--- config.mk ---
export PLATFORM = sky130hd
export DESIGN_NAME = sha_fifo
export DESIGN_NICKNAME = d
export VERILOG_FILES = /design/src/rtl/sha_pkg.sv /design/src/rtl/sha_fifo.sv
export SDC_FILE = /design/constraint.sdc
export NUM_CORES = 1
export LEC_CHECK = 0
export BUFFER_PORTS_ARGS = -buffer_cell sky130_fd_sc_hd__buf_2
export CORE_AREA = 5 5 397 399
export DETAILED_ROUTE_END_ITERATION = 6
export DIE_AREA = 0 0 402 404
export RECOVER_POWER = 50
export SETUP_SLACK_MARGIN = 0.1
export SYNTH_ARGS = -nofsm -noshare
export SYNTH_HDL_FRONTEND = slang
export SYNTH_SLANG_ARGS = --single-unit
--- constraint.sdc ---
create_clock -name clk -period 27.1 [get_ports clk]
set_input_delay 1.355 -clock clk [delete_from_list [all_inputs] [get_ports clk]]
set_output_delay 1.355 -clock clk [all_outputs]
set_load 0.05 [all_outputs]
--- src/rtl/sha_pkg.sv ---
// Types, constants and round functions shared by the SHA-256 hasher.
package sha_pkg;

  // Front-to-back queue entry: one complete 512-bit block.
  typedef struct packed {
    logic [511:0] block;
    logic         final_blk;
  } blk_entry_t;

  function automatic logic [31:0] round_k(input logic [5:0] idx);
    logic [31:0] k;
    case (idx)
      6'd0: k = 32'h428A2F98; 6'd1: k = 32'h71374491; 6'd2: k = 32'hB5C0FBCF;
      6'd3: k = 32'hE9B5DBA5; 6'd4: k = 32'h3956C25B; 6'd5: k = 32'h59F111F1;
      6'd6: k = 32'h923F82A4; 6'd7: k = 32'hAB1C5ED5; 6'd8: k = 32'hD807AA98;
      6'd9: k = 32'h12835B01; 6'd10: k = 32'h243185BE; 6'd11: k = 32'h550C7DC3;
      6'd12: k = 32'h72BE5D74; 6'd13: k = 32'h80DEB1FE; 6'd14: k = 32'h9BDC06A7;
      6'd15: k = 32'hC19BF174; 6'd16: k = 32'hE49B69C1; 6'd17: k = 32'hEFBE4786;
      6'd18: k = 32'h0FC19DC6; 6'd19: k = 32'h240CA1CC; 6'd20: k = 32'h2DE92C6F;
      6'd21: k = 32'h4A7484AA; 6'd22: k = 32'h5CB0A9DC; 6'd23: k = 32'h76F988DA;
      6'd24: k = 32'h983E5152; 6'd25: k = 32'hA831C66D; 6'd26: k = 32'hB00327C8;
      6'd27: k = 32'hBF597FC7; 6'd28: k = 32'hC6E00BF3; 6'd29: k = 32'hD5A79147;
      6'd30: k = 32'h06CA6351; 6'd31: k = 32'h14292967; 6'd32: k = 32'h27B70A85;
      6'd33: k = 32'h2E1B2138; 6'd34: k = 32'h4D2C6DFC; 6'd35: k = 32'h53380D13;
      6'd36: k = 32'h650A7354; 6'd37: k = 32'h766A0ABB; 6'd38: k = 32'h81C2C92E;
      6'd39: k = 32'h92722C85; 6'd40: k = 32'hA2BFE8A1; 6'd41: k = 32'hA81A664B;
      6'd42: k = 32'hC24B8B70; 6'd43: k = 32'hC76C51A3; 6'd44: k = 32'hD192E819;
      6'd45: k = 32'hD6990624; 6'd46: k = 32'hF40E3585; 6'd47: k = 32'h106AA070;
      6'd48: k = 32'h19A4C116; 6'd49: k = 32'h1E376C08; 6'd50: k = 32'h2748774C;
      6'd51: k = 32'h34B0BCB5; 6'd52: k = 32'h391C0CB3; 6'd53: k = 32'h4ED8AA4A;
      6'd54: k = 32'h5B9CCA4F; 6'd55: k = 32'h682E6FF3; 6'd56: k = 32'h748F82EE;
      6'd57: k = 32'h78A5636F; 6'd58: k = 32'h84C87814; 6'd59: k = 32'h8CC70208;
      6'd60: k = 32'h90BEFFFA; 6'd61: k = 32'hA4506CEB; 6'd62: k = 32'hBEF9A3F7;
      default: k = 32'hC67178F2;
    endcase
    return k;
  endfunction

  localparam logic [255:0] InitHash = {
    32'h6a09e667, 32'hbb67ae85, 32'h3c6ef372, 32'ha54ff53a,
    32'h510e527f, 32'h9b05688c, 32'h1f83d9ab, 32'h5be0cd19};

  localparam logic [7:0] PadByte = 8'h80;
  localparam logic [2:0] MaxBytes = 3'd4;

  function automatic logic [31:0] rotr(input logic [31:0] x, input int unsigned n);
    return (x >> n) | (x << (32 - n));
  endfunction

endpackage

--- src/rtl/sha_fifo.sv ---
// Two-entry queue between front end and compression core.
module sha_fifo (
  input  logic                clk,
  input  logic                rst,
  input  sha_pkg::blk_entry_t wr_data,
  input  logic                wr_valid,
  output logic                wr_ready,
  output sha_pkg::blk_entry_t rd_data,
  output logic                rd_valid,
  input  logic                rd_ready
);
  import sha_pkg::*;

  blk_entry_t mem [2];
  logic       wp, rp;
  logic [1:0] cnt;

  assign wr_ready = cnt != 2'd2;
  assign rd_valid = cnt != 2'd0;
  assign rd_data  = mem[rp];

  always_ff @(posedge clk) begin
    if (wr_valid && wr_ready) mem[wp] <= wr_data;
  end

  always_ff @(posedge clk) begin
    if (rst) begin
      wp <= 1'b0; rp <= 1'b0; cnt <= '0;
    end else begin
      if (wr_valid && wr_ready) wp <= ~wp;
      if (rd_valid && rd_ready) rp <= ~rp;
      cnt <= cnt + {1'b0, wr_valid && wr_ready} - {1'b0, rd_valid && rd_ready};
    end
  end

`ifndef SYNTH
  a_cnt: assert property (@(posedge clk) disable iff (rst)
    cnt <= 2'd2) else $error("queue overflow");
  a_ptr: assert property (@(posedge clk) disable iff (rst)
    (cnt == 2'd0 || cnt == 2'd2) |-> (wp == rp)) else $error("pointer mismatch");
  a_empty: assert property (@(posedge clk) disable iff (rst)
    (cnt == 2'd0) |=> !(rd_valid && cnt == 2'd0 && $past(!wr_valid)) || cnt == 2'd0)
    else $error("phantom read");
`endif

endmodule

==> run_results.csv <==
group,metric,value,unit
status,status,"finished, violations left",
status,violations,"max-capacitance violations, max-slew violations",
setup_path,start_kind,"primary input",
pwr,p_per_area,110,nW/um2
synthesis,synth-seq-area-share,0.826,
cells_and_area,multi_input_area,5910,um2
clocking,cts_buffers,108,
timing,holdWs,0.517,ns
setup_path,r2r_setup_slack,16.05,ns
clocking,path_clk_slew,0.06,ns
synthesis,syn_inst,1620,
timing,setup_slack,15.81,ns
detailed_routing,wire_per_inst,23.6,um
setup_path,cpPeakStageDelay,5.84,ns
floorplan,row_count,144,
setup_path,critPathSlowestCell,"clkbuf_1",
placed_design,port_buffers,1031,
setup_path,cp_num_buf_inv,4,
global_routing,grt_pass1_wl,156000,um
setup_path,cp.arrival,11.59,ns
pwr,ir_drop,0.0000790,V
run,cap_violations,5,
floorplan,ioPinCount,1032,
synthesis,synth.distinct_cells,16,
clocking,numClockSinks,1031,
clocking,cts_resized,0,
detailed_routing,viasPerCell,4.09,
setup_path,cp.required,27.40,ns
setup_path,critPathTopFamily,"buffers and inverters",
detailed_routing,drc,0,
clocking,cts_tree,"built",
timing,setup_viol,0,
setup_path,end_kind,"flop",
floorplan,die_y,404,um
detailed_routing,first_pass_iters,5,
global_routing,grt_pass1_vias,20700,
detailed_routing,drt_iter0_markers,1198,
placed_design,gp_congestion,0.830,
pwr,p_switching,1.99,mW
floorplan,die_width,402,um
placed_design,placed_area,44700,um2
cells_and_area,fill_cells,15200,
clocking,clk_latency,0.72,ns
cells_and_area,area.growth.synth_to_final,27.8,%
placed_design,hpwl,87100,um
pwr,sw_frac_of_total,0.379,
floorplan,core_area,154000,um2
placed_design,dp_slack,21.12,ns
synthesis,yosys_warnings,0,
clocking,htree_levels,3,
timing,fin_crit_sh,0.417,
detailed_routing,wirelength,115000,um
timing,skew,0.0458,ns
cells_and_area,drive_gt1_frac,0.508,
hold_path,hold_class,"flop to flop",
cells_and_area,finalNonFillerCells,4881,
cells_and_area,fin_area,47800,um2
clocking,post_cts_buffers,0,
setup_path,critical_path_class,"primary input to flop",
timing,rsz0062_at_grt,"no",
timing,drv_slew,354,
pwr,power.static_leakage,16.6,nW
clocking,ctsHoldBuffers,0,
timing,worst_slew_pin_slew,8.13,ns
synthesis,syn_avg_cell_area,23.1,um2
pwr,clkPwrFrac,0.273,
timing,max_freq,88.6,MHz
synthesis,synth.net_count,2139,
clocking,clock-root-buffer,"clkbuf_16",
cells_and_area,finalNetCount,3244,
global_routing,grt.total_usage,0.135,
timing,slew_headroom,-4.42,
cells_and_area,final_cell_mix,"1,026 x edfxtp_1, 742 x buf_2, 514 x mux2_2",
timing,setup_tns,0,ns
floorplan,start_util,0.244,
synthesis,synth_seq_cells,1031,
setup_path,crit_top_cell,"clkbuf_1",
global_routing,antenna_found_initial,92,
floorplan,die_area,162000,um2
setup_path,path_max_fanout,134,
pwr,p_seq_frac,0.396,
cells_and_area,final_common_cell,"edfxtp_1",
clocking,clockBufferDepth,3,
cells_and_area,regArea,30900,um2
timing,finalHoldViolCount,0,
placed_design,placedCellCount,4659,
global_routing,grt_max_degree,145,
pwr,intPower,3.25,mW
timing,fin_crit,11.29,ns
detailed_routing,vias,20000,
synthesis,netlist_area,37400,um2
setup_path,crit_chain,"clkbuf_1 > nand2_1 > nor2_4 > clkbuf_1 > clkbuf_1 > buf_4",
global_routing,gr-total-overflow,0,
detailed_routing,ant_nets,0,
pwr,comb_power_share,0.331,
## worst register-to-register path: stages (launching register included)
cell      delay (ns)
dfxtp_1         0.36
nand2b_1        0.16
nand2_1         0.14
nor2_4          0.10
clkbuf_1        2.48
clkbuf_1        5.85
buf_4           1.52
## synthesized netlist by cell type
master / number / area (um2)
edfxtp_1: 1026 / 30800
mux2_2: 514 / 5790
buf_6: 53 / 597
dfxtp_1: 5 / 100
nor2_1: 5 / 18.8
buf_2: 4 / 20.0
ha_1: 2 / 25.0
nor2b_1: 2 / 12.5
xnor2_1: 2 / 17.5
and3_1: 1 / 6.26
inv_1: 1 / 3.75
nand2_1: 1 / 3.75
nand2b_1: 1 / 6.26
o21a_1: 1 / 7.51
or2_2: 1 / 6.26
xor2_1: 1 / 8.76
## flip-flops by register name, summed over array words and instances, names as in the netlist, named ones only
signal  count
rp          1
wp          1
cnt         2
mem      1026
## final cells by class
cell class / count / share of cell area
Timing Repair Buffer: 1052 / 0.104
Clock buffer: 126 / 0.0579
Antenna cell: 20 / 0.00105
Multi-Input combinational cell: 531 / 0.123
Clock inverter: 76 / 0.0144
Inverter: 1 / 0.0000785
Tap cell: 2044 / 0.0535
Sequential cell: 1031 / 0.646
## per-stage QoR
stage	utilization	total power [mW]
2_1_floorplan	-	3.60
3_3_place_gp	0.291	3.86
6_report	0.312	5.24
5_1_grt	0.312	5.45
4_1_cts	0.314	5.31
3_5_place_dp	0.291	3.86
## power groups by stage
| stage | combinational (mW) | clock [mW] | sequential, mW |
|---|---|---|---|
| global placement | 1.76 | 0 | 2.09 |
| floorplan | 1.35 | 0 | 2.25 |
| finish | 1.74 | 1.43 | 2.08 |
| CTS | 1.77 | 1.48 | 2.06 |
| detailed placement | 1.76 | 0 | 2.10 |
| global route | 1.81 | 1.55 | 2.09 |
## cell families after synthesis
| group | count (synthesis) | share of synthesized area |
|---|---|---|
| AOI/OAI and AO/OA | 1 | 0.000201 |
| xor gates and xnor gates | 3 | 0.000702 |
| adders and majority gates | 2 | 0.000668 |
| buffers and inverters | 58 | 0.0166 |
| DFF | 1031 | 0.826 |
| muxes | 514 | 0.155 |
| and+or+nand+nor | 11 | 0.00144 |
## metal layers
layer | vias up | wire length (um) | part of all wire | track usage
li1 | 8750 | - | - | -
met1 | 9946 | 41400 | 0.36 | 0.148
met2 | 970 | 58300 | 0.51 | 0.236
met3 | 288 | 11500 | 0.10 | 0.0542
met4 | 10 | 4090 | 0.035 | 0.0497
met5 | - | 71 | 0.00062 | 0
## final timing paths
check	startpoint	to	cells past startpoint
max reg2reg	cnt[0]	mem[0][108]	6
min reg2reg	rp	flop	2
min	rp	flop	2
max	wr_valid	mem[0][108]	6
(Power assumes the default switching activity.)
