--- config.mk ---
export PLATFORM = sky130hd
export DESIGN_NAME = sha_core
export DESIGN_NICKNAME = d
export VERILOG_FILES = /design/src/rtl/sha_pkg.sv /design/src/rtl/sha_core.sv
export SDC_FILE = /design/constraint.sdc
export NUM_CORES = 2
export LEC_CHECK = 0
export ABC_CLOCK_PERIOD_IN_PS = 45500
export BUFFER_PORTS_ARGS = -buffer_cell sky130_fd_sc_hd__buf_2
export CAP_MARGIN = 25
export CORE_UTILIZATION = 60
export DETAILED_ROUTE_END_ITERATION = 6
export GPL_TIMING_DRIVEN = 0
export PLACE_DENSITY = 0.77
export SYNTH_ARGS = -nofsm -noshare
export SYNTH_HDL_FRONTEND = slang
export SYNTH_SLANG_ARGS = --single-unit
--- constraint.sdc ---
create_clock -name clk -period 45.5 [get_ports clk]
set_input_delay 4.55 -clock clk [delete_from_list [all_inputs] [get_ports clk]]
set_output_delay 4.55 -clock clk [all_outputs]
set_load 0.05 [all_outputs]
--- src/rtl/sha_pkg.sv ---
// Types, constants and round functions shared by the SHA-256 hasher.
package sha_pkg;

  // Front-to-back queue entry: one complete 512-bit block.
  typedef struct packed {
    logic [511:0] block;
    logic         final_blk;
  } blk_entry_t;

  function automatic logic [31:0] round_k(input logic [5:0] idx);
    logic [31:0] k;
    case (idx)
      6'd0: k = 32'h428A2F98; 6'd1: k = 32'h71374491; 6'd2: k = 32'hB5C0FBCF;
      6'd3: k = 32'hE9B5DBA5; 6'd4: k = 32'h3956C25B; 6'd5: k = 32'h59F111F1;
      6'd6: k = 32'h923F82A4; 6'd7: k = 32'hAB1C5ED5; 6'd8: k = 32'hD807AA98;
      6'd9: k = 32'h12835B01; 6'd10: k = 32'h243185BE; 6'd11: k = 32'h550C7DC3;
      6'd12: k = 32'h72BE5D74; 6'd13: k = 32'h80DEB1FE; 6'd14: k = 32'h9BDC06A7;
      6'd15: k = 32'hC19BF174; 6'd16: k = 32'hE49B69C1; 6'd17: k = 32'hEFBE4786;
      6'd18: k = 32'h0FC19DC6; 6'd19: k = 32'h240CA1CC; 6'd20: k = 32'h2DE92C6F;
      6'd21: k = 32'h4A7484AA; 6'd22: k = 32'h5CB0A9DC; 6'd23: k = 32'h76F988DA;
      6'd24: k = 32'h983E5152; 6'd25: k = 32'hA831C66D; 6'd26: k = 32'hB00327C8;
      6'd27: k = 32'hBF597FC7; 6'd28: k = 32'hC6E00BF3; 6'd29: k = 32'hD5A79147;
      6'd30: k = 32'h06CA6351; 6'd31: k = 32'h14292967; 6'd32: k = 32'h27B70A85;
      6'd33: k = 32'h2E1B2138; 6'd34: k = 32'h4D2C6DFC; 6'd35: k = 32'h53380D13;
      6'd36: k = 32'h650A7354; 6'd37: k = 32'h766A0ABB; 6'd38: k = 32'h81C2C92E;
      6'd39: k = 32'h92722C85; 6'd40: k = 32'hA2BFE8A1; 6'd41: k = 32'hA81A664B;
      6'd42: k = 32'hC24B8B70; 6'd43: k = 32'hC76C51A3; 6'd44: k = 32'hD192E819;
      6'd45: k = 32'hD6990624; 6'd46: k = 32'hF40E3585; 6'd47: k = 32'h106AA070;
      6'd48: k = 32'h19A4C116; 6'd49: k = 32'h1E376C08; 6'd50: k = 32'h2748774C;
      6'd51: k = 32'h34B0BCB5; 6'd52: k = 32'h391C0CB3; 6'd53: k = 32'h4ED8AA4A;
      6'd54: k = 32'h5B9CCA4F; 6'd55: k = 32'h682E6FF3; 6'd56: k = 32'h748F82EE;
      6'd57: k = 32'h78A5636F; 6'd58: k = 32'h84C87814; 6'd59: k = 32'h8CC70208;
      6'd60: k = 32'h90BEFFFA; 6'd61: k = 32'hA4506CEB; 6'd62: k = 32'hBEF9A3F7;
      default: k = 32'hC67178F2;
    endcase
    return k;
  endfunction

  localparam logic [255:0] InitHash = {
    32'h6a09e667, 32'hbb67ae85, 32'h3c6ef372, 32'ha54ff53a,
    32'h510e527f, 32'h9b05688c, 32'h1f83d9ab, 32'h5be0cd19};

  localparam logic [7:0] PadByte = 8'h80;
  localparam logic [2:0] MaxBytes = 3'd4;

  function automatic logic [31:0] rotr(input logic [31:0] x, input int unsigned n);
    return (x >> n) | (x << (32 - n));
  endfunction

endpackage

--- src/rtl/sha_core.sv ---
// Compression core: one round per cycle, digest output register.
module sha_core (
  input  logic                clk,
  input  logic                rst,
  input  sha_pkg::blk_entry_t blk,
  input  logic                blk_valid,
  output logic                blk_ready,
  output logic [63:0]         digest_part,
  output logic [1:0]          part_index,
  output logic                part_last,
  output logic                out_valid,
  input  logic                out_ready
);
  import sha_pkg::*;

  typedef enum logic [3:0] {
    CS_IDLE  = 4'b0001,
    CS_ROUND = 4'b0010,
    CS_ADD   = 4'b0100,
    CS_OUT   = 4'b1000
  } cstate_t;

  cstate_t      state;
  logic [255:0] hash;
  logic [255:0] v;
  logic [511:0] w;
  logic [5:0]   rnd;
  logic         fin;
  logic [255:0] dig;

  logic [31:0] a, b, c, d, e, f, g, h, t1, t2, s0, s1, wn;
  assign {a, b, c, d, e, f, g, h} = v;
  assign t1 = h + (rotr(e, 6) ^ rotr(e, 11) ^ rotr(e, 25)) + ((e & f) ^ (~e & g))
            + round_k(rnd) + w[511:480];
  assign t2 = (rotr(a, 2) ^ rotr(a, 13) ^ rotr(a, 22)) + ((a & b) ^ (a & c) ^ (b & c));
  assign s0 = rotr(w[479:448], 7) ^ rotr(w[479:448], 18) ^ (w[479:448] >> 3);
  assign s1 = rotr(w[63:32], 17) ^ rotr(w[63:32], 19) ^ (w[63:32] >> 10);
  assign wn = w[511:480] + s0 + w[223:192] + s1;

  assign blk_ready   = state == CS_IDLE;
  assign out_valid   = state == CS_OUT;
  assign digest_part = dig[255:192];
  assign part_last   = part_index == 2'd3;

  always_ff @(posedge clk) begin
    if (rst) begin
      state      <= CS_IDLE;
      hash       <= InitHash;
      rnd        <= '0;
      part_index <= '0;
      fin        <= 1'b0;
    end else begin
      case (state)
        CS_IDLE: if (blk_valid) begin
          w     <= blk.block;
          fin   <= blk.final_blk;
          v     <= hash;
          rnd   <= '0;
          state <= CS_ROUND;
        end
        CS_ROUND: begin
          v   <= {t1 + t2, a, b, c, d + t1, e, f, g};
          w   <= {w[479:0], wn};
          rnd <= rnd + 6'd1;
          if (rnd == 6'd63) state <= CS_ADD;
        end
        CS_ADD: begin
          for (int i = 0; i < 8; i++)
            dig[i*32 +: 32] <= hash[i*32 +: 32] + v[i*32 +: 32];
          for (int i = 0; i < 8; i++)
            hash[i*32 +: 32] <= fin ? InitHash[i*32 +: 32]
                                    : hash[i*32 +: 32] + v[i*32 +: 32];
          part_index <= '0;
          state <= fin ? CS_OUT : CS_IDLE;
        end
        CS_OUT: if (out_ready) begin
          dig        <= {dig[191:0], 64'd0};
          part_index <= part_index + 2'd1;
          if (part_index == 2'd3) state <= CS_IDLE;
        end
        default: state <= CS_IDLE;
      endcase
    end
  end

`ifndef SYNTH
  a_out_hash: assert property (@(posedge clk) disable iff (rst)
    (state == CS_OUT) |-> (hash == InitHash)) else $error("hash not reloaded");
  a_rnd: assert property (@(posedge clk) disable iff (rst)
    (state == CS_IDLE) |-> (rnd == 6'd0 || rnd == 6'd63 || 1'b1)) else $error("rnd");
  a_seq: assert property (@(posedge clk) disable iff (rst)
    (state == CS_OUT && out_ready && part_index == 2'd3) |=> (state == CS_IDLE))
    else $error("digest over-run");
`endif

endmodule

==> summary.md <==
| Metric | Value |
|---|---|
| Status | finished with violations |
| Violations in the final reports | design-rule violations |
| Pre-antenna DRT Iters | 7 |
| Commonest cells in the netlist | nand2_1 (2,532), edfxtp_1 (1,024), o21ai_0 (628) |
| Count of final setup violators | 0 |
| H-Tree Level Count | 4 |
| CTS Hold Bufs | 0 |
| Sequential fraction of the synthesis area | 0.454 |
| RSZ-0062 raised after global routing | false |
| Vias in the first global route | 70,900 |
| I/O pins | 586 |
| Final hold vios | 0 |
| Setup total negative slack | 0 ns |
| GR Overflow Total | 0 |
| Worst Hold Path Cells | 2 |
| Initial drt markers | 11,900 |
| DRC violations left | 57 |
| Routed wire length | 332,000 µm |
| Capturing element type of the critical path | register |
| Die width | 369 µm |
| Vias | 74,700 |
| Top post-synthesis cells by area | edfxtp_1 (38%), nand2_1 (12%), dfxtp_1 (7.4%) |
| CTS tree | done |
| Mapped Nets | 10,100 |
| Worst-Skew Late Latency | 0.80 ns |
| Delay-heaviest family, CP | compound AO/OA/AOI/OAI gates |
| Root Driver | clkbuf_16 |
| Final Util | 0.693 |
| Port Buffers | 585 |
| Critical path depth in cells | 34 |
| Critical Path RT | 46.13 ns |
| Yosys top cell area share | 0.380 |
| Worst Setup Start Kind | register |
| DRT antenna net count | 0 |
| Final min period | 10.84 ns |
| CP max-delay cell | xor2_1 |
| Full die area | 136,000 µm² |
| Async S/R FF share, synth | 0 |
| Worst slew margin | 0.0651 |
| TritonCTS buffer count | 144 |
| Synth Warn # | 0 |
| Fillers | 10,100 |
| Slowest cell delay on critical path | 0.83 ns |
| WP buf/inv | 6 |
| Clock skew | 0.0642 ns |
| Synth Cell Area | 81,000 µm² |
| Post-CTS Resized | 0 |
| Fmax | 92.3 MHz |
| Final #Nets | 10,900 |
| Synth Flop Type | edfxtp_1 |
| Period utilisation layout | 0.238 |
| Initial Util | 0.606 |
| Post-CTS setup-driven buffer insertion count | 0 |
| R2r worst-path depth | 34 |
| CTS Buffer Depth | 3 |
| Core region area | 134,000 µm² |
| Share of cells above drive strength 1 | 0.109 |
| Area delta synth->final | 14.2% |
| Post-Syn Instances | 8,973 |
| CP arrival | 11.47 ns |
| WS Path Type | reg -> reg |
| Leading area contributor after synthesis | edfxtp_1 |
| Initial antenna violation count | 72 |
| Worst-Margin Slew | 1.40 ns |
| Clk pin slew, worst setup/hold paths | 0.07 ns |
| Post-synthesis register bit count | 1,325 |
| Most used cell, CP | inv_1 |
| Detail Placement HPWL | 259,000 µm |
| Die Ht | 369 µm |
| Place WS | 35.10 ns |
| First-pass GRT wire length | 466,000 µm |
| Synth cell types | 80 |
| Max_cap viols | 0 |
| Reg2Reg Setup Slack | 34.66 ns |
| Hold Path Class | reg -> reg |
| CTS sink count | 1,325 |
| FP Rows | 134 |
| Vias per inst | 6.37 |
| DP Cell Count | 11,400 |
| Most numerous cell in the Yosys netlist | nand2_1 |
| Gpl congestion | 1.08 |
| Non-filler cells, final | 11,700 |
| EDFF count, synth | 1,024 |
| Avg Cell Area, Syn | 9.03 µm² |
| Count of pins over their slew limit | 0 |
| Max Fanout on Critical Path | 5 |
| Largest net degree at the start of global routing | 38 |
| Wirelength per Cell | 28.3 µm |
| Global Route Usage Sum | 0.474 |
| Final worst slack | 34.66 ns |
==> worst reg2reg max path: cells and delay by family, from the launching register on <==
kind | cells | cell delay, ns
DFF | 1 | 0.42
xor gates and xnor gates | 4 | 2.05
and+or+nand+nor | 4 | 0.92
AOI/OAI and AO/OA | 14 | 3.76
adders and majority gates | 6 | 2.50
buffers and inverters | 6 | 1.02
==> area by class of cell <==
| type | count | area, µm² | area share |
|---|---|---|---|
| well taps | 1768 | 2210 | 0.0239 |
| inverters | 524 | 1970 | 0.0213 |
| flip-flops and latches | 1325 | 36800 | 0.397 |
| repair buffers | 667 | 4290 | 0.0463 |
| clock inverters | 71 | 915 | 0.00988 |
| plain buffers | 503 | 2140 | 0.0232 |
| multi-input cells | 6621 | 40200 | 0.434 |
| clock buffers | 194 | 3950 | 0.0427 |
| diodes | 57 | 143 | 0.00154 |
==> cells in the final DEF (no fill, tap or decap), drive strengths merged, types with 23 or more instances in the layout <==
cell type,n
buf,775
nor3,85
a31oi,60
nand2,2532
clkbuf,588
o31ai,28
nand3,98
o22ai,35
o21bai,60
nor2,468
nand2b,74
a211oi,43
o211ai,38
nor2b,86
inv,528
or2,74
edfxtp,1024
and3,28
o21ai,630
a21o,189
nand4,24
ha,390
a21oi,514
diode,57
a22oi,23
or3,29
xnor2,321
dfxtp,301
fa,195
mux2,32
and2,34
clkinv,45
o21a,59
xor2,271
==> cells by family after synthesis <==
logic type      after synthesis  share of synthesized area
xor+xnor                    595                     0.0648
fa+ha+maj                   587                      0.109
mux                          41                    0.00556
simple gates               3580                      0.182
flops                      1325                      0.454
buf+inv                    1027                     0.0506
compound gates             1818                      0.134
==> state kept, by name (all words and copies together), names as in the netlist, named ones only <==
signal,count
v,256
part_index,2
hash,256
w,512
fin,1
dig,256
rnd,6
state,4
==> final timing paths <==
| check | startpoint | endpoint |
|---|---|---|
| worst max-delay path | v[124]$_DFFE_PP_ | v[255]$_DFFE_PP_ |
| worst min register to register | hash[29]$_SDFFE_PP0P_ | hash[29]$_SDFFE_PP0P_ |
| worst min-delay path | hash[29]$_SDFFE_PP0P_ | hash[29]$_SDFFE_PP0P_ |
| worst max register to register | v[124]$_DFFE_PP_ | v[255]$_DFFE_PP_ |
==> metrics by stage <==
step	area, µm²	hold slack [ns]
final	92500	0.492
after global routing	92500	0.504
after CTS	92300	0.486
after detailed placement	87400	0.476
after global placement	86100	0.459
after floorplan	81000	0.449
==> per-layer routing <==
layer / share of wire / up-vias / wire length, µm / GRT usage
met5: 0.00045 / - / 149 / 0
met4: 0.082 / 24 / 27200 / 0.323
met3: 0.15 / 1400 / 48300 / 0.157
met2: 0.42 / 6172 / 140000 / 0.693
met1: 0.35 / 35100 / 116000 / 0.595
li1: - / 32000 / - / -
Power is left out: the tool's default activity adds up to more than one toggle a clock period on the data nets, which glitch-free logic cannot reach.
