`src/rtl/sha_pkg.sv`:
```
// Types, constants and round functions shared by the SHA-256 hasher.
package sha_pkg;

  // Front-to-back queue entry: one complete 512-bit block.
  typedef struct packed {
    logic [511:0] block;
    logic         final_blk;
  } blk_entry_t;

  function automatic logic [31:0] round_k(input logic [5:0] idx);
    logic [31:0] k;
    case (idx)
      6'd0: k = 32'h428A2F98; 6'd1: k = 32'h71374491; 6'd2: k = 32'hB5C0FBCF;
      6'd3: k = 32'hE9B5DBA5; 6'd4: k = 32'h3956C25B; 6'd5: k = 32'h59F111F1;
      6'd6: k = 32'h923F82A4; 6'd7: k = 32'hAB1C5ED5; 6'd8: k = 32'hD807AA98;
      6'd9: k = 32'h12835B01; 6'd10: k = 32'h243185BE; 6'd11: k = 32'h550C7DC3;
      6'd12: k = 32'h72BE5D74; 6'd13: k = 32'h80DEB1FE; 6'd14: k = 32'h9BDC06A7;
      6'd15: k = 32'hC19BF174; 6'd16: k = 32'hE49B69C1; 6'd17: k = 32'hEFBE4786;
      6'd18: k = 32'h0FC19DC6; 6'd19: k = 32'h240CA1CC; 6'd20: k = 32'h2DE92C6F;
      6'd21: k = 32'h4A7484AA; 6'd22: k = 32'h5CB0A9DC; 6'd23: k = 32'h76F988DA;
      6'd24: k = 32'h983E5152; 6'd25: k = 32'hA831C66D; 6'd26: k = 32'hB00327C8;
      6'd27: k = 32'hBF597FC7; 6'd28: k = 32'hC6E00BF3; 6'd29: k = 32'hD5A79147;
      6'd30: k = 32'h06CA6351; 6'd31: k = 32'h14292967; 6'd32: k = 32'h27B70A85;
      6'd33: k = 32'h2E1B2138; 6'd34: k = 32'h4D2C6DFC; 6'd35: k = 32'h53380D13;
      6'd36: k = 32'h650A7354; 6'd37: k = 32'h766A0ABB; 6'd38: k = 32'h81C2C92E;
      6'd39: k = 32'h92722C85; 6'd40: k = 32'hA2BFE8A1; 6'd41: k = 32'hA81A664B;
      6'd42: k = 32'hC24B8B70; 6'd43: k = 32'hC76C51A3; 6'd44: k = 32'hD192E819;
      6'd45: k = 32'hD6990624; 6'd46: k = 32'hF40E3585; 6'd47: k = 32'h106AA070;
      6'd48: k = 32'h19A4C116; 6'd49: k = 32'h1E376C08; 6'd50: k = 32'h2748774C;
      6'd51: k = 32'h34B0BCB5; 6'd52: k = 32'h391C0CB3; 6'd53: k = 32'h4ED8AA4A;
      6'd54: k = 32'h5B9CCA4F; 6'd55: k = 32'h682E6FF3; 6'd56: k = 32'h748F82EE;
      6'd57: k = 32'h78A5636F; 6'd58: k = 32'h84C87814; 6'd59: k = 32'h8CC70208;
      6'd60: k = 32'h90BEFFFA; 6'd61: k = 32'hA4506CEB; 6'd62: k = 32'hBEF9A3F7;
      default: k = 32'hC67178F2;
    endcase
    return k;
  endfunction

  localparam logic [255:0] InitHash = {
    32'h6a09e667, 32'hbb67ae85, 32'h3c6ef372, 32'ha54ff53a,
    32'h510e527f, 32'h9b05688c, 32'h1f83d9ab, 32'h5be0cd19};

  localparam logic [7:0] PadByte = 8'h80;
  localparam logic [2:0] MaxBytes = 3'd4;

  function automatic logic [31:0] rotr(input logic [31:0] x, input int unsigned n);
    return (x >> n) | (x << (32 - n));
  endfunction

endpackage

```
`src/rtl/sha_front.sv`:
```
// Front end: gathers bytes into blocks and builds padding blocks.
module sha_front (
  input  logic               clk,
  input  logic               rst,
  input  logic [31:0]        data_word,
  input  logic [2:0]         byte_count,
  input  logic               is_last,
  input  logic               in_valid,
  output logic               in_ready,
  output sha_pkg::blk_entry_t blk,
  output logic               blk_valid,
  input  logic               blk_ready
);
  import sha_pkg::*;

  typedef enum logic [2:0] {
    ST_GATHER = 3'b001,
    ST_PAD    = 3'b010,
    ST_LEN    = 3'b100
  } fstate_t;

  fstate_t      state;
  logic [511:0] buffer;
  logic [5:0]   fill;
  logic [63:0]  msg_bits;
  logic         out_full;

  logic [2:0]   cnt;
  logic [6:0]   sum;
  logic [511:0] merged;
  logic [511:0] ins;
  logic [511:0] mask;
  logic [31:0]  carry;
  logic [511:0] pad_blk;

  assign cnt = (byte_count > MaxBytes) ? MaxBytes : byte_count;
  assign sum = {1'b0, fill} + {4'd0, cnt};

  // Place up to four bytes at byte offset fill; bytes past 512 land in carry,
  // already top-aligned as the start of the next block.
  always_comb begin
    logic [543:0] wide_d;
    logic [543:0] wide_m;
    logic [31:0]  bm;
    bm = 32'hFFFF_FFFF << (6'd32 - {cnt, 3'b000});
    if (cnt == 3'd0) bm = '0;
    wide_d = {data_word & bm, 512'd0} >> {fill, 3'b000};
    wide_m = {bm, 512'd0} >> {fill, 3'b000};
    ins    = wide_d[543:32];
    mask   = wide_m[543:32];
    carry  = wide_d[31:0];
    merged = (buffer & ~mask) | ins;
  end

  assign in_ready = (state == ST_GATHER) && !out_full;
  assign blk_valid = out_full;

  // Pad marker at byte offset fill, then zeros; the length is ORed in where it fits.
  assign pad_blk = {PadByte, 504'd0} >> {fill, 3'b000};

  always_ff @(posedge clk) begin
    if (rst) begin
      state    <= ST_GATHER;
      buffer   <= '0;
      fill     <= '0;
      msg_bits <= '0;
      out_full <= 1'b0;
    end else begin
      if (out_full && blk_ready) out_full <= 1'b0;
      case (state)
        ST_GATHER: begin
          if (in_valid && in_ready) begin
            msg_bits <= msg_bits + {58'd0, cnt, 3'b000};
            if (sum[6]) begin
              // Block completes; spill bytes start the next one.
              blk.block     <= merged;
              blk.final_blk <= 1'b0;
              out_full      <= 1'b1;
              buffer <= {carry, 480'd0};
              fill   <= sum[5:0];
              if (is_last) state <= ST_PAD;
            end else begin
              buffer <= merged;
              fill   <= sum[5:0];
              if (is_last) state <= ST_PAD;
            end
          end
        end
        ST_PAD: begin
          if (!out_full) begin
            if (fill > 6'd55) begin
              blk.block     <= buffer | pad_blk;
              blk.final_blk <= 1'b0;
              out_full      <= 1'b1;
              buffer        <= '0;
              state         <= ST_LEN;
            end else begin
              blk.block     <= buffer | pad_blk | {448'd0, msg_bits};
              blk.final_blk <= 1'b1;
              out_full      <= 1'b1;
              state         <= ST_GATHER;
              buffer        <= '0;
              fill          <= '0;
              msg_bits      <= '0;
            end
          end
        end
        ST_LEN: begin
          if (!out_full) begin
            blk.block     <= {448'd0, msg_bits};
            blk.final_blk <= 1'b1;
            out_full      <= 1'b1;
            state         <= ST_GATHER;
            fill          <= '0;
            msg_bits      <= '0;
          end
        end
        default: state <= ST_GATHER;
      endcase
    end
  end

`ifndef SYNTH
  a_len_ok: assert property (@(posedge clk) disable iff (rst)
    (state == ST_LEN) |-> (buffer == '0)) else $error("len block not clean");
  a_ready: assert property (@(posedge clk) disable iff (rst)
    out_full |-> !in_ready) else $error("accepted while full");
  a_pad_hold: assert property (@(posedge clk) disable iff (rst)
    (state == ST_PAD && out_full) |=> (state == ST_PAD)) else $error("pad skipped");
`endif

endmodule

```
`config.mk`:
```
export PLATFORM = sky130hd
export DESIGN_NAME = sha_front
export DESIGN_NICKNAME = d
export VERILOG_FILES = /design/src/rtl/sha_pkg.sv /design/src/rtl/sha_front.sv
export SDC_FILE = /design/constraint.sdc
export NUM_CORES = 2
export LEC_CHECK = 0
export ABC_AREA = 0
export BUFFER_PORTS_ARGS = -buffer_cell sky130_fd_sc_hd__buf_4
export CAP_MARGIN = 15
export CORE_MARGIN = 2
export CORE_UTILIZATION = 31
export DETAILED_ROUTE_END_ITERATION = 16
export SLEW_MARGIN = 0
export SYNTH_ARGS = -nofsm -noshare
export SYNTH_HDL_FRONTEND = slang
export SYNTH_SLANG_ARGS = --single-unit
```
`constraint.sdc`:
```
create_clock -name clk -period 70.4 [get_ports clk]
set_input_delay 10.56 -clock clk [delete_from_list [all_inputs] [get_ports clk]]
set_output_delay 10.56 -clock clk [all_outputs]
set_load 0.01 [all_outputs]
```
==> impl_metrics.prom <==
# TYPE chip_impl_metric gauge
chip_impl_info{name="run_status",value="finished, final reports clean"} 1
chip_impl_metric{name="drt_first_iter_violations",unit=""} 5815
chip_impl_metric{name="post_cts_resized",unit=""} 0
chip_impl_info{name="holdCritStartpoint",value="buffer[109]$_SDFFE_PP0P_"} 1
chip_impl_metric{name="finalCritPeriodShare",unit="%"} 20.5
chip_impl_metric{name="fmax",unit="GHz"} 0.0694
chip_impl_metric{name="ir_drop",unit="µV"} 20.6
chip_impl_metric{name="clock_path_buffers",unit=""} 3
chip_impl_metric{name="synth_edf_count",unit=""} 513
chip_impl_metric{name="ratio_of_routed_vias_to_standard_cells",unit=""} 6.21
chip_impl_metric{name="dp_slack",unit="ps"} 55260
chip_impl_metric{name="grt_antenna_before_repair",unit=""} 25
chip_impl_metric{name="cts_setup_buffers",unit=""} 0
chip_impl_metric{name="hpwl",unit="mm"} 154
chip_impl_metric{name="post-route-min-period",unit="ps"} 14400
chip_impl_metric{name="timing.max_cap.violations",unit=""} 0
chip_impl_metric{name="critical_path.max_fanout",unit=""} 185
chip_impl_metric{name="crit_arrival",unit="ps"} 14780
chip_impl_metric{name="num_io_pins",unit=""} 555
chip_impl_metric{name="postRouteWirelength",unit="mm"} 215
chip_impl_metric{name="floorplan.die.height",unit="µm"} 387
chip_impl_metric{name="timing_worst_slew_pin_value",unit="ps"} 1490
chip_impl_metric{name="timing.hold.ws",unit="ps"} 451
chip_impl_metric{name="num_vias",unit=""} 39800
chip_impl_metric{name="grt_max_degree",unit=""} 186
chip_impl_metric{name="area_of_the_multi_input_gates",unit="µm²"} 17200
chip_impl_metric{name="finalSetupTns",unit="ps"} 0
chip_impl_metric{name="grt-ovfl-total",unit=""} 0
chip_impl_metric{name="portBuffers",unit=""} 554
chip_impl_info{name="tritoncts",value="done"} 1
chip_impl_metric{name="grt_pass1_vias",unit=""} 37100
chip_impl_metric{name="design.die.area",unit="µm²"} 150000
chip_impl_info{name="worstReg2RegStart",value="fill[0]$_SDFFE_PP0P_"} 1
chip_impl_metric{name="syn_avg_cell_area",unit="µm²"} 11.8
chip_impl_metric{name="cts.clk_slew.worst_paths",unit="ps"} 60
chip_impl_info{name="clk_root_buf",value="clkbuf_16"} 1
chip_impl_info{name="synth_flop_cell",value="dfxtp_1"} 1
chip_impl_info{name="cp-startpoint",value="byte_count[2]"} 1
chip_impl_metric{name="fp-row-count",unit=""} 140
chip_impl_info{name="yosysTopAreaCell",value="edfxtp_1"} 1
chip_impl_metric{name="asyncSetResetFlopFracSynth",unit="%"} 0
chip_impl_metric{name="layoutNonFillerInstCount",unit=""} 6406
chip_impl_metric{name="stdcell_area",unit="µm²"} 56000
chip_impl_metric{name="hold_buffers",unit=""} 0
chip_impl_metric{name="dpl.cell_count",unit=""} 6179
chip_impl_metric{name="whs_path_depth",unit=""} 2
chip_impl_info{name="critical_path.reg2reg.endpoint",value="blk[387]$_DFFE_PP_"} 1
chip_impl_metric{name="clock-skew-final",unit="ps"} 84.7
chip_impl_metric{name="ys_warn_count",unit=""} 0
chip_impl_info{name="hold_class",value="register to register"} 1
chip_impl_metric{name="mappedNetlistNets",unit=""} 3904
chip_impl_metric{name="nNetsFinal",unit=""} 4427
chip_impl_metric{name="report.final.setup_viol",unit=""} 0
chip_impl_metric{name="coreArea",unit="µm²"} 146000
chip_impl_metric{name="synthCells",unit=""} 3856
chip_impl_metric{name="synth_top_area_share",unit="%"} 33.8
chip_impl_metric{name="drcViolationCount",unit=""} 0
chip_impl_metric{name="crit_required",unit="ps"} 70770
chip_impl_info{name="grt_setup_unrepaired",value="no"} 1
chip_impl_metric{name="chipWidth",unit="µm"} 387
chip_impl_metric{name="clock_insertion_delay_worst_skew",unit="ps"} 780
chip_impl_metric{name="setup_slack",unit="ps"} 56000
chip_impl_info{name="layout_commonest_cell",value="buf_4"} 1
chip_impl_metric{name="number_of_detailed_routing_iterations_run_before_antenna_repair",unit=""} 6
chip_impl_metric{name="placement.cell_area",unit="µm²"} 52200
chip_impl_metric{name="initial_utilization",unit="%"} 31.2
chip_impl_info{name="timing.critical_path.to",value="blk[387]$_DFFE_PP_"} 1
chip_impl_metric{name="worst_r2r_path_cells",unit=""} 8
chip_impl_metric{name="first_pass_grt_wire_length",unit="mm"} 294
chip_impl_metric{name="max_slew_margin",unit="%"} 0.652
chip_impl_metric{name="wl_per_cell",unit="µm"} 33.5
chip_impl_metric{name="htree_levels",unit=""} 3
chip_impl_metric{name="share_of_the_yosys_chip_area_belonging_to_registers",unit="%"} 59.4
chip_impl_metric{name="drive_above_1_share",unit="%"} 22.0
chip_impl_metric{name="design_power_total",unit="mW"} 1.46
chip_impl_metric{name="globalplace.congestion",unit=""} 1.00
chip_impl_metric{name="cts_num_sinks",unit=""} 1096
chip_impl_metric{name="post_detailed_route_count_of_antenna_violating_nets",unit=""} 0
chip_impl_metric{name="final-seq-area",unit="µm²"} 27100
chip_impl_metric{name="cts_made_buffers",unit=""} 111
chip_impl_metric{name="synth.cell_area",unit="µm²"} 45600
chip_impl_metric{name="synthesis_to_finish_area_growth",unit="%"} 22.9
chip_impl_info{name="layout.cells.most_common_list",value="buf_4, dfxtp_1, edfxtp_1"} 1
chip_impl_metric{name="grt_usage",unit="%"} 27.4
chip_impl_info{name="synth_area_leaders",value="edfxtp_1, dfxtp_1, a22o_1"} 1
chip_impl_info{name="setup.worst_path.start_class",value="input port"} 1
chip_impl_info{name="cp-end-kind",value="register"} 1
chip_impl_metric{name="count_of_cell_types_in_the_netlist",unit=""} 84
chip_impl_metric{name="flip_flop_and_latch_count_after_synthesis",unit=""} 1096
chip_impl_info{name="criticalPathCategory",value="input port to register"} 1
chip_impl_metric{name="slew_viol_final",unit=""} 0
chip_impl_metric{name="hold_violations",unit=""} 0
chip_impl_metric{name="leakagePower",unit="nW"} 19.5
chip_impl_metric{name="post-route-util",unit="%"} 38.4
chip_impl_metric{name="power_per_cell_area",unit="nW/µm²"} 26.1
chip_impl_metric{name="ff2ff_setup_slack",unit="ps"} 65370
chip_impl_metric{name="n_fill_cell",unit=""} 14200
==> worst min-delay path by stage <==
stage,endpoint,slack [ps]
floorplan,buffer[239]$_SDFFE_PP0P_,420
CTS,buffer[109]$_SDFFE_PP0P_,450
global route,buffer[38]$_SDFFE_PP0P_,460
finish,buffer[109]$_SDFFE_PP0P_,450
detailed placement,buffer[109]$_SDFFE_PP0P_,440
global placement,buffer[239]$_SDFFE_PP0P_,430
==> report_power, final <==
| group | switching, mW | internal, mW |
|---|---|---|
| sequential | 0.0124 | 0.684 |
| clock | 0.266 | 0.349 |
| combinational | 0.113 | 0.0393 |
| total | 0.391 | 1.07 |
==> final cells by class <==
| type | instances | share of cell area, % |
|---|---|---|
| clock inverter | 73 | 1.44 |
| multi-input combinational | 2399 | 30.8 |
| inverter | 70 | 0.469 |
| antenna | 11 | 0.0491 |
| timing repair buffer | 701 | 9.42 |
| sequential | 1096 | 48.3 |
| clock buffer | 139 | 5.25 |
| tap | 1917 | 4.28 |
==> state kept, by name, summed over array words and instances, names as in the netlist <==
signal     cells
blk          513
fill           6
buffer       512
state          3
blk_valid      1
msg_bits      61
==> routing by layer <==
layer	part of all wire (%)	routed length [µm]	global-route usage, %	vias to the layer above
met2	44	95300	42.0	2688
met1	38	82300	34.9	19900
met4	5.8	12500	14.0	20
met3	11	24300	8.14	543
met5	0.062	132	0	-
li1	-	-	-	16600
==> synthesized netlist by cell type, drive strengths merged, types with 9 or more instances <==
cell / number
nor3: 42
o21a: 9
a2bb2o: 9
o31ai: 48
a2bb2oi: 10
a22oi: 57
a22o: 452
a21oi: 145
a221o: 57
o22ai: 65
o211ai: 25
or2: 13
edfxtp: 513
nor2: 172
nor2b: 18
or3: 23
a31oi: 46
or4: 46
xnor2: 13
inv: 67
buf: 72
a32o: 50
a32oi: 32
o21ai: 164
mux2i: 10
nand4: 18
nand2b: 17
o32ai: 18
a21o: 30
a31o: 11
clkbuf: 219
and3: 24
dfxtp: 583
nor4: 11
nand3: 77
nand3b: 10
nand2: 186
o2bb2ai: 365
and2: 20
o221ai: 13
a211oi: 9
==> critical path, stage by stage <==
cell and delay [ps]:
buf_4 290, clkinv_1 240, nand2_1 170, fa_1 470, nor2b_1 260, o2111ai_1 400
a211oi_4 490, buf_12 580, buf_4 990
==> logic make-up after synthesis <==
group,Yosys count,synth area share (%)
adders and majority gates,8,0.252
buffers and inverters,361,3.15
xor gates and xnor gates,13,0.250
DFF,1096,59.4
AOI/OAI and AO/OA,1648,28.6
muxes,18,0.417
and+or+nand+nor,712,7.97
Note: power is estimated with default switching activity, not from simulation.
